## src/hdl/wbps_pkg.sv

```systemverilog
// Shared constants, register indexes and result type for the byte signature scan.
package wbps_pkg;

  localparam int MAX_PATTERN_BYTES_DEF = 16;
  localparam int OFFSET_BITS_DEF       = 32;
  localparam int SIG_REG_BYTES         = 16;
  localparam int ADDR_BITS             = 64;
  localparam int LEN_BITS              = 5;
  localparam int MASK_BITS             = 16;
  localparam int CFG_IDX_BITS          = 3;

  localparam logic [CFG_IDX_BITS-1:0] REG_PATTERN_LOW  = 3'd0;
  localparam logic [CFG_IDX_BITS-1:0] REG_PATTERN_HIGH = 3'd1;
  localparam logic [CFG_IDX_BITS-1:0] REG_WILDCARD     = 3'd2;
  localparam logic [CFG_IDX_BITS-1:0] REG_LENGTH       = 3'd3;
  localparam logic [CFG_IDX_BITS-1:0] REG_BASE         = 3'd4;

  typedef struct packed {
    logic                 found;
    logic [ADDR_BITS-1:0] addr;
  } res_t;

  // usable signature length: the smaller of the window limit and the register size
  function automatic int sig_limit(int max_bytes);
    sig_limit = (max_bytes < SIG_REG_BYTES) ? max_bytes : SIG_REG_BYTES;
  endfunction

endpackage

```

## src/hdl/wbps_match.sv

```systemverilog
// Parallel window compare against the masked signature, plus match address.
module wbps_match #(
  parameter int MAX_PATTERN_BYTES = wbps_pkg::MAX_PATTERN_BYTES_DEF,
  parameter int OFFSET_BITS       = wbps_pkg::OFFSET_BITS_DEF
) (
  input  logic [7:0]                                               cur_byte,
  input  logic [(wbps_pkg::sig_limit(MAX_PATTERN_BYTES)-1)*8-1:0]  window,
  input  logic [OFFSET_BITS-1:0]                                   byte_offset,
  input  logic [2*wbps_pkg::ADDR_BITS-1:0]                         pattern,
  input  logic [wbps_pkg::MASK_BITS-1:0]                           wildcard_mask,
  input  logic [wbps_pkg::LEN_BITS-1:0]                            pattern_length,
  input  logic [wbps_pkg::ADDR_BITS-1:0]                           base_address,
  output logic                                                     hit,
  output logic [wbps_pkg::ADDR_BITS-1:0]                           hit_address
);
  import wbps_pkg::*;

  localparam int LIM = sig_limit(MAX_PATTERN_BYTES);

  logic [LEN_BITS-1:0] eff_len;
  logic [LEN_BITS-1:0] eff_m1;
  logic [LIM-1:0]      pos_ok;
  logic                offset_ok;

  always_comb begin
    if (pattern_length == '0) begin
      eff_len = LEN_BITS'(1);
    end else if (pattern_length > LEN_BITS'(LIM)) begin
      eff_len = LEN_BITS'(LIM);
    end else begin
      eff_len = pattern_length;
    end
    eff_m1 = eff_len - LEN_BITS'(1);
  end

  // position 0 is the incoming byte, position i the byte i steps back;
  // it lines up with signature byte len-1-i
  for (genvar i = 0; i < LIM; i++) begin : g_pos
    logic [7:0]          img_byte;
    logic [LEN_BITS-1:0] sig_idx;
    logic [7:0]          sig_byte;
    logic                active;
    if (i == 0) begin : g_cur
      assign img_byte = cur_byte;
    end else begin : g_win
      assign img_byte = window[(i-1)*8 +: 8];
    end
    assign active   = LEN_BITS'(i) < eff_len;
    assign sig_idx  = eff_m1 - LEN_BITS'(i);
    assign sig_byte = pattern[{sig_idx[3:0], 3'b000} +: 8];
    assign pos_ok[i] = !active || wildcard_mask[sig_idx[3:0]] || (img_byte == sig_byte);
  end

  assign offset_ok = (byte_offset != '1) && (byte_offset >= OFFSET_BITS'(eff_m1));
  assign hit       = offset_ok && (&pos_ok);
  assign hit_address = base_address + ADDR_BITS'(byte_offset) - ADDR_BITS'(eff_m1);

endmodule

```

## src/hdl/wbps_out_buf.sv

```systemverilog
// Two-entry result buffer: head register plus skid slot.
module wbps_out_buf (
  input  logic                         clk,
  input  logic                         rst,
  input  logic                         push,
  input  wbps_pkg::res_t               push_res,
  output logic                         full,
  output logic                         m_tvalid,
  input  logic                         m_tready,
  output logic                         m_tuser,   // found
  output logic [wbps_pkg::ADDR_BITS-1:0] m_tdata  // match_address
);
  import wbps_pkg::*;

  logic head_valid;
  logic skid_valid;
  res_t head;
  res_t skid;
  logic pop;

  assign pop      = head_valid && m_tready;
  assign full     = skid_valid;
  assign m_tvalid = head_valid;
  assign m_tuser  = head.found;
  assign m_tdata  = head.addr;

  always_ff @(posedge clk) begin
    if (rst) begin
      head_valid <= 1'b0;
      skid_valid <= 1'b0;
    end else begin
      if (pop) begin
        if (skid_valid) begin
          head       <= skid;
          skid_valid <= 1'b0;
        end else if (push) begin
          head <= push_res;
        end else begin
          head_valid <= 1'b0;
        end
      end else if (push) begin
        if (!head_valid) begin
          head       <= push_res;
          head_valid <= 1'b1;
        end else begin
          skid       <= push_res;
          skid_valid <= 1'b1;
        end
      end
    end
  end

endmodule

```

## src/hdl/wildcard_byte_pattern_scan.sv

```systemverilog
// Top level of the wildcard byte signature scan.
// Image bytes enter on the s_ side, one byte per cycle; every byte is compared
// in the cycle it is accepted against the incoming byte and the previous
// 15 bytes held in a shift window, and a result (found plus address) is
// registered into a two-entry output buffer. The sustained rate is one byte
// per cycle, set by the parallel window compare; s_tready drops only while
// both output entries are occupied. At most one result per image: found=1 at
// the first match, or found=0 with address 0 when the image ends unmatched.
// The window, offset and result flag clear after each last byte.
module wildcard_byte_pattern_scan #(
  parameter int MAX_PATTERN_BYTES = wbps_pkg::MAX_PATTERN_BYTES_DEF,
  parameter int OFFSET_BITS       = wbps_pkg::OFFSET_BITS_DEF
) (
  input  logic                              clk,
  input  logic                              rst,
  input  logic                              cfg_we,
  input  logic [wbps_pkg::CFG_IDX_BITS-1:0] cfg_index,
  input  logic [wbps_pkg::ADDR_BITS-1:0]    cfg_data,
  input  logic                              s_tvalid,
  output logic                              s_tready,
  input  logic [7:0]                        s_tdata,   // data_byte
  input  logic                              s_tlast,   // last_byte
  output logic                              m_tvalid,
  input  logic                              m_tready,
  output logic                              m_tuser,   // found
  output logic [wbps_pkg::ADDR_BITS-1:0]    m_tdata    // match_address
);
  import wbps_pkg::*;

  localparam int LIM = sig_limit(MAX_PATTERN_BYTES);
  localparam int WIN = LIM - 1;

  logic [ADDR_BITS-1:0] pattern_low;
  logic [ADDR_BITS-1:0] pattern_high;
  logic [MASK_BITS-1:0] wildcard_mask;
  logic [LEN_BITS-1:0]  pattern_length;
  logic [ADDR_BITS-1:0] base_address;

  logic [7:0]             byte_window [WIN];
  logic [WIN*8-1:0]       window_flat;
  logic [OFFSET_BITS-1:0] byte_offset;
  logic                   result_given;

  logic                 accept;
  logic                 hit;
  logic [ADDR_BITS-1:0] hit_address;
  logic                 full;
  logic                 push;
  res_t                 push_res;

  always_ff @(posedge clk) begin
    if (rst) begin
      pattern_low    <= '0;
      pattern_high   <= '0;
      wildcard_mask  <= '0;
      pattern_length <= LEN_BITS'(1);
      base_address   <= '0;
    end else if (cfg_we) begin
      case (cfg_index)
        REG_PATTERN_LOW:  pattern_low    <= cfg_data;
        REG_PATTERN_HIGH: pattern_high   <= cfg_data;
        REG_WILDCARD:     wildcard_mask  <= cfg_data[MASK_BITS-1:0];
        REG_LENGTH:       pattern_length <= cfg_data[LEN_BITS-1:0];
        REG_BASE:         base_address   <= cfg_data;
        default: ;
      endcase
    end
  end

  for (genvar w = 0; w < WIN; w++) begin : g_flat
    assign window_flat[w*8 +: 8] = byte_window[w];
  end

  wbps_match #(
    .MAX_PATTERN_BYTES(MAX_PATTERN_BYTES),
    .OFFSET_BITS      (OFFSET_BITS)
  ) u_match (
    .cur_byte      (s_tdata),
    .window        (window_flat),
    .byte_offset   (byte_offset),
    .pattern       ({pattern_high, pattern_low}),
    .wildcard_mask (wildcard_mask),
    .pattern_length(pattern_length),
    .base_address  (base_address),
    .hit           (hit),
    .hit_address   (hit_address)
  );

  assign s_tready = !full;
  assign accept   = s_tvalid && s_tready;

  // a match wins over the end-of-image miss word
  always_comb begin
    push           = 1'b0;
    push_res.found = 1'b0;
    push_res.addr  = '0;
    if (accept && !result_given) begin
      if (hit) begin
        push           = 1'b1;
        push_res.found = 1'b1;
        push_res.addr  = hit_address;
      end else if (s_tlast) begin
        push = 1'b1;
      end
    end
  end

  always_ff @(posedge clk) begin
    if (rst) begin
      byte_offset  <= '0;
      result_given <= 1'b0;
      for (int k = 0; k < WIN; k++) begin
        byte_window[k] <= '0;
      end
    end else if (accept) begin
      if (s_tlast) begin
        byte_offset  <= '0;
        result_given <= 1'b0;
        for (int k = 0; k < WIN; k++) begin
          byte_window[k] <= '0;
        end
      end else begin
        if (push) begin
          result_given <= 1'b1;
        end
        if (byte_offset != '1) begin
          byte_offset <= byte_offset + OFFSET_BITS'(1);
        end
        byte_window[0] <= s_tdata;
        for (int k = 1; k < WIN; k++) begin
          byte_window[k] <= byte_window[k-1];
        end
      end
    end
  end

  wbps_out_buf u_out_buf (
    .clk     (clk),
    .rst     (rst),
    .push    (push),
    .push_res(push_res),
    .full    (full),
    .m_tvalid(m_tvalid),
    .m_tready(m_tready),
    .m_tuser (m_tuser),
    .m_tdata (m_tdata)
  );

endmodule
```

## config.mk

```make
export PLATFORM = sky130hd
export DESIGN_NAME = wildcard_byte_pattern_scan
export DESIGN_NICKNAME = d
export VERILOG_FILES = /design/src/hdl/wbps_pkg.sv /design/src/hdl/wbps_match.sv /design/src/hdl/wbps_out_buf.sv /design/src/hdl/wildcard_byte_pattern_scan.sv
export SDC_FILE = /design/constraint.sdc
export NUM_CORES = 1
export LEC_CHECK = 0
export BUFFER_PORTS_ARGS = -buffer_cell sky130_fd_sc_hd__buf_2
export CAP_MARGIN = 20
export CORE_ASPECT_RATIO = 1.1
export CORE_MARGIN = 8
export CORE_UTILIZATION = 45
export CTS_BUF_LIST = sky130_fd_sc_hd__clkbuf_8
export CTS_CLUSTER_SIZE = 28
export DETAILED_ROUTE_END_ITERATION = 8
export MAX_ROUTING_LAYER = met4
export PLACE_DENSITY = 0.61
export SYNTH_ARGS = -nofsm -noshare
export SYNTH_HDL_FRONTEND = slang
export SYNTH_SLANG_ARGS = --single-unit
```

## constraint.sdc

```tcl
create_clock -name clk -period 13.1 [get_ports clk]
set_input_delay 1.965 -clock clk [delete_from_list [all_inputs] [get_ports clk]]
set_output_delay 1.965 -clock clk [all_outputs]
set_load 0.1 [all_outputs]
```

# Yosys cells after proc, flatten, opt, wreduce, memory -nomap -nowiden
# Memories as Yosys holds them, arrays and structs flattened.
# Index checks and enable logic that the tools add are counted.
# totals
ff_bits	378
latchBits	0
ramBits	120
romBits	0
in_bits	81
wordCells	303
memories	1
# mem_list
memory	words	width	read_ports	rd_ports_with_merged_regs	write_ports	line	rtl
byte_window	15	8	15	0	15	wildcard_byte_pattern_scan.sv:39	logic [7:0] byte_window [WIN];
# classes
add_sub_neg	19
n_mul	0
div_mod_pow	0
order_cmp	34
n_eq_ne	24
shifts	16
n_mux	90
n_bitwise	32
n_reduce_logical	74
# ops
cell	count
$shiftx A128 B8 Y8	16
$mux W65	7
$mux W8	30
$eq A8 B8 Y1	16
$lt A4 B5 Y1 const B	16
$add A64 B32 Y64	1
$bmux W1 S4	16
$mux W32	2
$sub A64 B5 Y64	1
$lt A4 B5 Y1 const A	8
$mux W1	33
$add A32 B1 Y32 const B	1
$ge A32 B5 Y1	1
$logic_or A1 B1 Y1	32
$ne A32 B32 Y1 const B	1
$sub A4 B4 Y4 const B	8
$or A1 B1 Y1	30
$lt A3 B5 Y1 const A	4
$logic_not A1 Y1	18
$reduce_and A16 Y1	1
$reduce_and A2 Y1	8
$sub A4 B3 Y4 const B	4
$lt A1 B5 Y1 const A	2
$lt A2 B5 Y1 const A	2
17 further kinds	31

# Logic depth before layout (Yosys ltp)
# Gate-level depths: netlist of the first run.
# logic_depth
word_depth	16
mapped_depth	28
ltp_nobuf	22

# Hierarchy
# From an unflattened synthesis of the first run, not the netlist that was laid out.
# hier_totals
cells_unflattened	3477
area_unflattened_um2	33138.0
# by_module_without_submodules
mod	instances	cells_per_inst	area_each_um2	seq_area_each_um2
wildcard_byte_pattern_scan	1	1537	14202.4	8448.1
wbps_match	1	1726	13942.1	0.0
wbps_out_buf	1	214	4993.5	3943.8

# Worst setup path before layout of the first run
# OpenSTA, ideal clock, no wires.
# synth_path
path_kind	reg2reg
start	reg pattern_length[1]
end	reg u_out_buf.head, in the netlist u_out_buf.m_tdata[0] (enable)
setup_ns	0.527
arrival_time_ns	9.298
slack_ns	3.275
stages_incl_launch_ff	25
synth_period_minus_slack_ns	9.825
cell_sequence	dfxtp_1 buf_4 nor4_4 nor2_2 inv_2 buf_2 buf_2 ha_1 buf_2 buf_2 clkinv_1 buf_2 buf_1 ha_1 a21oi_1 a21boi_0 nor2_1 mux4_2 xnor2_1 nand4_1 o31ai_1 o2111ai_1 or4_1 clkbuf_1 a31oi_1
# synth_via
elab_chain_len	15
elab_cells_between_ends	157
# synth_rtl
element	line	rtl
start, declared	wildcard_byte_pattern_scan.sv:36	logic [LEN_BITS-1:0] pattern_length;
start signal, assigned	wildcard_byte_pattern_scan.sv:63	REG_LENGTH: pattern_length <= cfg_data[LEN_BITS-1:0];
$gt A5 B5 Y1	wbps_match.sv:28	end else if (pattern_length > LEN_BITS'(LIM)) begin
$mux W5	wbps_match.sv:28	
$mux W5 (*)	wbps_match.sv:26	if (pattern_length == '0) begin
branches (longest 7 deep; another with $sub A5 B1 Y5)	--	
$logic_and A1 B1 Y1 (*)	wbps_match.sv:55	assign hit = offset_ok && (&pos_ok);
$mux W1 (*)	wildcard_byte_pattern_scan.sv:98	if (hit) begin
$mux W1 (*)	wildcard_byte_pattern_scan.sv:97	if (accept && !result_given) begin
$reduce_bool A2 Y1 (no line)	--	
$reduce_and A4 Y1 (no line) (*)	--	
end signal, assigned	wbps_out_buf.sv:34	head <= skid;
end signal, assigned	wbps_out_buf.sv:37	head <= push_res;
end signal, assigned	wbps_out_buf.sv:43	head <= push_res;
end, declared	wbps_out_buf.sv:17	res_t head;
# Every way passes the cells marked *. The select of a mux whose other input is x is not followed.
# A chain may end at the register's enable or synchronous reset.

# Final worst setup path of the first run
# layout_path
start	reg pattern_length[4]
end	reg u_out_buf.head, in the netlist u_out_buf.m_tdata[62] (enable)
# The elaborated chain is that of the path after synthesis.

==> results of run 1 <==
[synth_stat cells (27+ instances only)]
cell type	number
nand4_1	45
and2_1	116
ha_1	107
and3_1	33
xor2_1	40
clkbuf_1	172
mux4_2	157
dfxtp_1	256
a21o_1	52
o21a_1	31
nor2_1	176
a211oi_1	79
edfxtp_1	242
o21ai_0	163
nand2_1	640
nand3_1	38
nor4_1	27
nor3_1	45
xnor2_1	134
inv_1	168
a22oi_1	55
a21oi_1	313
nand2b_1	66
mux2i_1	91
buf_2	30
[cells in the final DEF (no fill, tap or decap), types with 54 or more instances in the layout]
cell	count
a22oi_1	54
mux4_2	157
edfxtp_1	242
nand2b_1	63
a211oi_1	79
nand2_1	639
and2_1	115
xnor2_1	134
nor2_1	175
buf_2	146
mux2i_1	91
inv_1	197
dfxtp_1	256
a21oi_1	312
o21ai_0	163
ha_1	105
clkbuf_8	103
[cell type report]
type / instances / area (µm²) / share of cell area, %
multi-input cells: 2629 / 18480 / 51.97
clock inverters: 56 / 332.8 / 0.9362
well taps: 945 / 1182 / 3.326
diodes: 2 / 5.005 / 0.01408
flip-flops and latches: 498 / 12390 / 34.86
repair buffers: 193 / 1096 / 3.083
clock buffers: 103 / 1418 / 3.988
inverters: 172 / 646.9 / 1.820
[flip-flops by register name (all words and copies together) (netlist names)]
name	count
base_address	64
byte_offset	32
byte_window	120
pattern_high	64
pattern_length	5
pattern_low	64
result_given	1
u_out_buf.full	1
u_out_buf.m_tdata	64
u_out_buf.m_tuser	1
u_out_buf.m_tvalid	1
u_out_buf.skid	65
wildcard_mask	16
[metal layers]
layer | vias to the layer above | routed length, µm | track usage (%)
li1 | 12750 | - | -
met1 | 13360 | 46110 | 36.13
met2 | 1319 | 51670 | 42.63
met3 | 278 | 10170 | 5.417
met4 | 0 | 5563 | 12.19
met5 | - | 0 | -
[stage by stage]
stage	setup slack (ns)	instances
floorplan	3.275	3517
global placement	3.925	4434
detailed placement	3.879	4434
CTS	3.862	4593
global route	3.474	4598
finish	4.091	4598
[where the power goes]
group / internal (mW) / switching, mW / leakage, nW
Clock: 0.776 / 0.673 / 1.01
Combinational: 0.243 / 0.457 / 7.80
Sequential: 1.68 / 0.0544 / 4.62
Total: 2.69 / 1.18 / 13.4
[logic make-up (layout without fill, tap and decap cells)]
group	Yosys count	count (layout)	synth area share, %
simple gates	1291	1291	18.73
other cells	0	2	0
xor+xnor	177	177	4.870
flops	498	498	38.37
buf+inv	390	524	4.731
fa+ha+maj	112	112	4.394
compound gates	799	799	15.06
mux	250	250	13.84
[how the worst min path moves through the flow]
stage	slack, ns	cells past startpoint	to
floorplan	0.44	2	base_address[10]
global placement	0.44	2	base_address[10]
detailed placement	0.45	2	base_address[11]
CTS	0.46	2	base_address[11]
global route	0.47	2	base_address[9]
finish	0.46	2	base_address[9]
[worst reg2reg max path, delay by kind of cell, from the launching register on]
kind                       cells  cell delay, ns
and+or+nand+nor                6            1.56
xor gates and xnor gates       2            1.05
adders and majority gates      2            0.97
muxes                          1            0.43
DFF                            1            0.80
buffers and inverters          6            2.98
AOI/OAI and AO/OA              4            0.76
==> flow_summary.yaml, run 1 <==
outcome:
  outcome: "finished clean"
timing:
  fin_hold_ws_ns: 0.4553
  tns_ns: 0
  final_hold_viol_count: 0
  setup_viol: 0
  rsz0062_at_grt: "false"
  fmax_ghz: 0.1110
  maxSlewViolCount: 0
  period_needed_ns: 9.009
  worstMarginPinSlew_ns: 1.390
  relSlewSlack_pct: 7.352
  finalCritPeriodShare_pct: 68.77
  fin_skew_ns: 0.06092
critical_path:
  cpPeakStageDelay_ns: 0.88
  worst-path-stages: 21
  cpLargestDelayFamily: "buffers and inverters"
  crit_path_max_fanout: 65
  path_class: "register to register"
  end_kind: "register"
  cp-start-kind: "register"
  crit_top_cell: "buf_4"
  path_cells: "nor4_4 -> buf_4 -> nor2_4 -> buf_4 -> clkinv_2 -> ha_4 -> clkinv_1 -> buf_4 -> ha_1 -> nor3b_1 -> nand3_1 -> o211a_1 -> xnor2_1 -> mux4_2 -> xnor2_1 -> nand4_1 -> o21ai_0 -> o311ai_0 -> or4_1 -> a31oi_4 -> buf_4"
  worst-path-buf-inv: 6
  timing.critical_path.to: "u_out_buf.m_tdata[62]"
  crit_arrival_ns: 9.31
  reg2reg_to: "u_out_buf.m_tdata[62]"
  crit_start: "pattern_length[4]"
  critPathRequiredTime_ns: 13.40
  rr_worst_depth: 21
  rrSetupSlack_ns: 4.09
  worst_path_max_delay_cell: "xnor2_1"
  reg2reg_from: "pattern_length[4]"
synthesis:
  syn-cell-area_um2: 32290
  synthCells: 3517
  ys_top_cells_by_area: "edfxtp_1 23%, dfxtp_1 16%, mux4_2 11%, nand2_1 7.4%, a21oi_1 4.9%"
  async_flop_share_pct: 0
  synthFlopType: "dfxtp_1"
  synth_cell_types: 75
  yosys.area.top_type_share_pct: 22.50
  yosys_warnings: 0
  synth-edff-count: 242
  ys_ff_latch: 498
  synth_area_per_cell_um2: 9.182
  yosys.area.top_type: "edfxtp_1"
  syn-num-nets: 3708
  seq_area_frac_synth_pct: 38.37
global_route:
  grt_pass1_vias: 25860
  grt-ovfl-total: 0
  gr-usage-all-layers_pct: 27.97
  antenna_found_initial: 3
  grt_max_degree: 107
  grt_pass1_wl_um: 167700
flow_run:
  maxCapViolations: 0
clocking:
  clk_latency_ns: 0.71
  postCtsSetupBuffers: 0
  cts-resized-gates: 0
  cts_root_buffer: "clkbuf_8"
  cts.sinks: 498
  clk_path_buf_depth: 3
  cts_inserted_buffers: 86
  cts_tree: "yes"
  ctsHoldBuffers: 0
  clkTransAtPathRegs_ns: 0.06
  htreeDepth: 3
layout:
  area_delta_synth_final_pct: 10.09
  nets: 3771
  drive_gt1_share_pct: 14.27
  design_area_um2: 35550
  num-fill-cells: 6894
  utilization_pct: 49.79
power_and_ir_drop:
  power.density_nw_per_um2: 109.1
  finalPower_mw: 3.879
  vdd_drop_max_mv: 0.1029
  power.leakage_nw: 13.43
drt:
  vias: 27710
  drtIter0Drc: 2967
  ant_nets: 0
  drc: 0
  first_pass_iters: 8
  finalWirelength_um: 113500
  routed_via_density: 6.027
  wire_per_inst_um: 24.69
floorplanning:
  ios: 148
  die_h_um: 297.0
  core.rowCount: 103
  start_util_pct: 45.23
  core_area_um2: 71400
  die_area_um2: 80600
  die_w_um: 271.4
worst_hold_path:
  hp-class: "register to register"
  hp-start: "base_address[9]"
place:
  gp_congestion: 1.120
  post_dp_cell_area_um2: 33760
  portBuffers: 147
  hpwl_um: 85570
(Power assumes the default switching activity.)
==> run 2, diff against run 1 <==
- ABC_AREA: not set -> 1
- clock period: 13.1 -> 9.4 ns (I/O delays scaled with it)
==> flow_summary.yaml, run 2 <==
synthesis:
  yosys_warnings: 0
  synthCells: 5124
  synth_cell_types: 50
  synth-edff-count: 242
  async_flop_share_pct: 0
  syn-num-nets: 5315
  synth_area_per_cell_um2: 6.597
  seq_area_frac_synth_pct: 36.66
  yosys.area.top_type: "edfxtp_1"
  ys_top_cells_by_area: "edfxtp_1 21%, nand2_1 16%, dfxtp_1 15%, nand3_1 11%, inv_1 6.6%"
  synthFlopType: "dfxtp_1"
  yosys.area.top_type_share_pct: 21.50
  yosysMostFrequentCell: "nand2_1"
  syn-cell-area_um2: 33800
  ys_top_cells_by_count: "1,479 x nand2_1, 759 x nand3_1, 594 x inv_1"
  ys_ff_latch: 498
critical_path:
  critPathRequiredTime_ns: 9.81
  worst-path-stages: 26
  crit_path_max_fanout: 96
  timing.critical_path.to: "u_out_buf.skid[60]"
  reg2reg_from: "pattern_length[4]"
  rrSetupSlack_ns: 2.05
  path_class: "register to register"
  crit_arrival_ns: 7.76
  cpLargestDelayFamily: "simple AND/OR/NAND/NOR gates"
  rr_worst_depth: 26
  reg2reg_to: "u_out_buf.skid[60]"
  worst_path_max_delay_cell: "buf_4"
  cp-start-kind: "register"
  crit_top_cell: "nand2_1"
  crit_start: "pattern_length[4]"
  end_kind: "register"
  cpPeakStageDelay_ns: 0.84
  worst-path-buf-inv: 5
timing:
  period_needed_ns: 7.346
  setup_viol: 0
  worstMarginPinSlew_ns: 1.059
  finalCritPeriodShare_pct: 78.14
  maxSlewViolCount: 0
  final_hold_viol_count: 0
  relSlewSlack_pct: 29.40
  tns_ns: 0
  rsz0062_at_grt: "false"
  fin_skew_ns: 0.05349
  fmax_ghz: 0.1361
drt:
  routed_via_density: 5.704
  vias: 35360
  drtIter0Drc: 4219
  ant_nets: 0
  drc: 0
  finalWirelength_um: 154200
  wire_per_inst_um: 24.88
  first_pass_iters: 9
layout:
  largest_reg_flops: 120
  layoutNonFillerInstCount: 6199
  reg_top3: "byte_window x120, u_out_buf.skid x65"
  drive_gt1_share_pct: 7.094
  final_cell_mix: "1,473 x nand2_1, 757 x nand3_1, 605 x inv_1"
  area_delta_synth_final_pct: 9.150
  num-fill-cells: 7887
  nets: 5348
  design_area_um2: 36890
  utilization_pct: 49.53
  layout_commonest_cell: "nand2_1"
  largest_register: "byte_window"
clocking:
  ctsHoldBuffers: 0
  clkTransAtPathRegs_ns: 0.06
  cts_root_buffer: "clkbuf_8"
  htreeDepth: 3
  cts-resized-gates: 0
  clk_latency_ns: 0.78
  postCtsSetupBuffers: 0
  cts_tree: "yes"
  cts_inserted_buffers: 89
  cts.sinks: 498
  clk_path_buf_depth: 3
outcome:
  outcome: "finished clean"
place:
  post_dp_cell_area_um2: 35050
  gp_congestion: 1.131
  hpwl_um: 120600
  portBuffers: 147
  dp_cells: 6029
floorplanning:
  die_area_um2: 84150
  start_util_pct: 45.38
  core_area_um2: 74490
  core.rowCount: 105
  die_w_um: 277.3
  die_h_um: 303.4
  ios: 148
power_and_ir_drop:
  power.leakage_nw: 17.40
  vdd_drop_max_mv: 0.1343
  power.density_nw_per_um2: 179.6
worst_hold_path:
  whs_path_depth: 2
  hp-class: "register to register"
global_route:
  grt-ovfl-total: 0
  grt_pass1_vias: 32620
  grt_pass1_wl_um: 220200
  gr-usage-all-layers_pct: 36.57
  grt_max_degree: 117
  antenna_found_initial: 6
flow_run:
  maxCapViolations: 0
==> run 2: logic make-up after synthesis <==
kind of cell / synth area share (%)
AOI/OAI and AO/OA: 12.59
xor gates and xnor gates: 1.943
adders and majority gates: 4.138
buffers and inverters: 9.887
DFF: 36.66
muxes: 0.1777
and+or+nand+nor: 34.61
==> run 2: per-layer routing <==
| metal | up-vias | wire (µm) | track usage, % |
|---|---|---|---|
| met5 | - | 0 | - |
| met1 | 16280 | 59790 | 42.35 |
| met2 | 1693 | 67200 | 56.01 |
| met3 | 453 | 13570 | 8.188 |
| li1 | 16930 | - | - |
| met4 | 0 | 13650 | 26.51 |
==> run 2: report_power, final <==
part | internal (mW) | switching, mW | total (mW)
registers | 2.35 | 0.0514 | 2.40
logic | 0.526 | 1.56 | 2.08
clock network | 1.11 | 1.03 | 2.14
==> run 2: worst min-delay path by stage <==
stage,from,to,slack [ns]
final,base_address[20],base_address[20],0.46
after global routing,base_address[21],base_address[21],0.48
after CTS,base_address[20],base_address[20],0.47
after detailed placement,base_address[29],base_address[29],0.45
after global placement,base_address[20],base_address[20],0.45
after floorplan,base_address[10],base_address[10],0.44
==> run 2: tightest hold or removal path, stage by stage, from the launching register on <==
cell and delay (ns):
dfxtp_1 0.29, inv_1 0.06, a21oi_1 0.06
==> run 2: cell type report <==
type	count	area [µm²]	share of cell area, %
clock buffer	104	1431	3.880
tap	963	1205	3.266
timing repair buffer	186	1054	2.855
multi-input combinational	3781	18140	49.16
antenna	6	15.01	0.04070
sequential	498	12390	33.59
inverter	601	2260	6.125
clock inverter	60	400.4	1.085
==> run 2: metrics by stage <==
step                hold slack, ns  power, mW  setup WS, ns
floorplan                   0.4353      3.748         3.354
global placement            0.4485      4.468         2.609
detailed placement          0.4539      4.463         2.553
CTS                         0.4651      6.593         2.525
global route                0.4763      6.909         1.734
finish                      0.4610      6.626         2.054
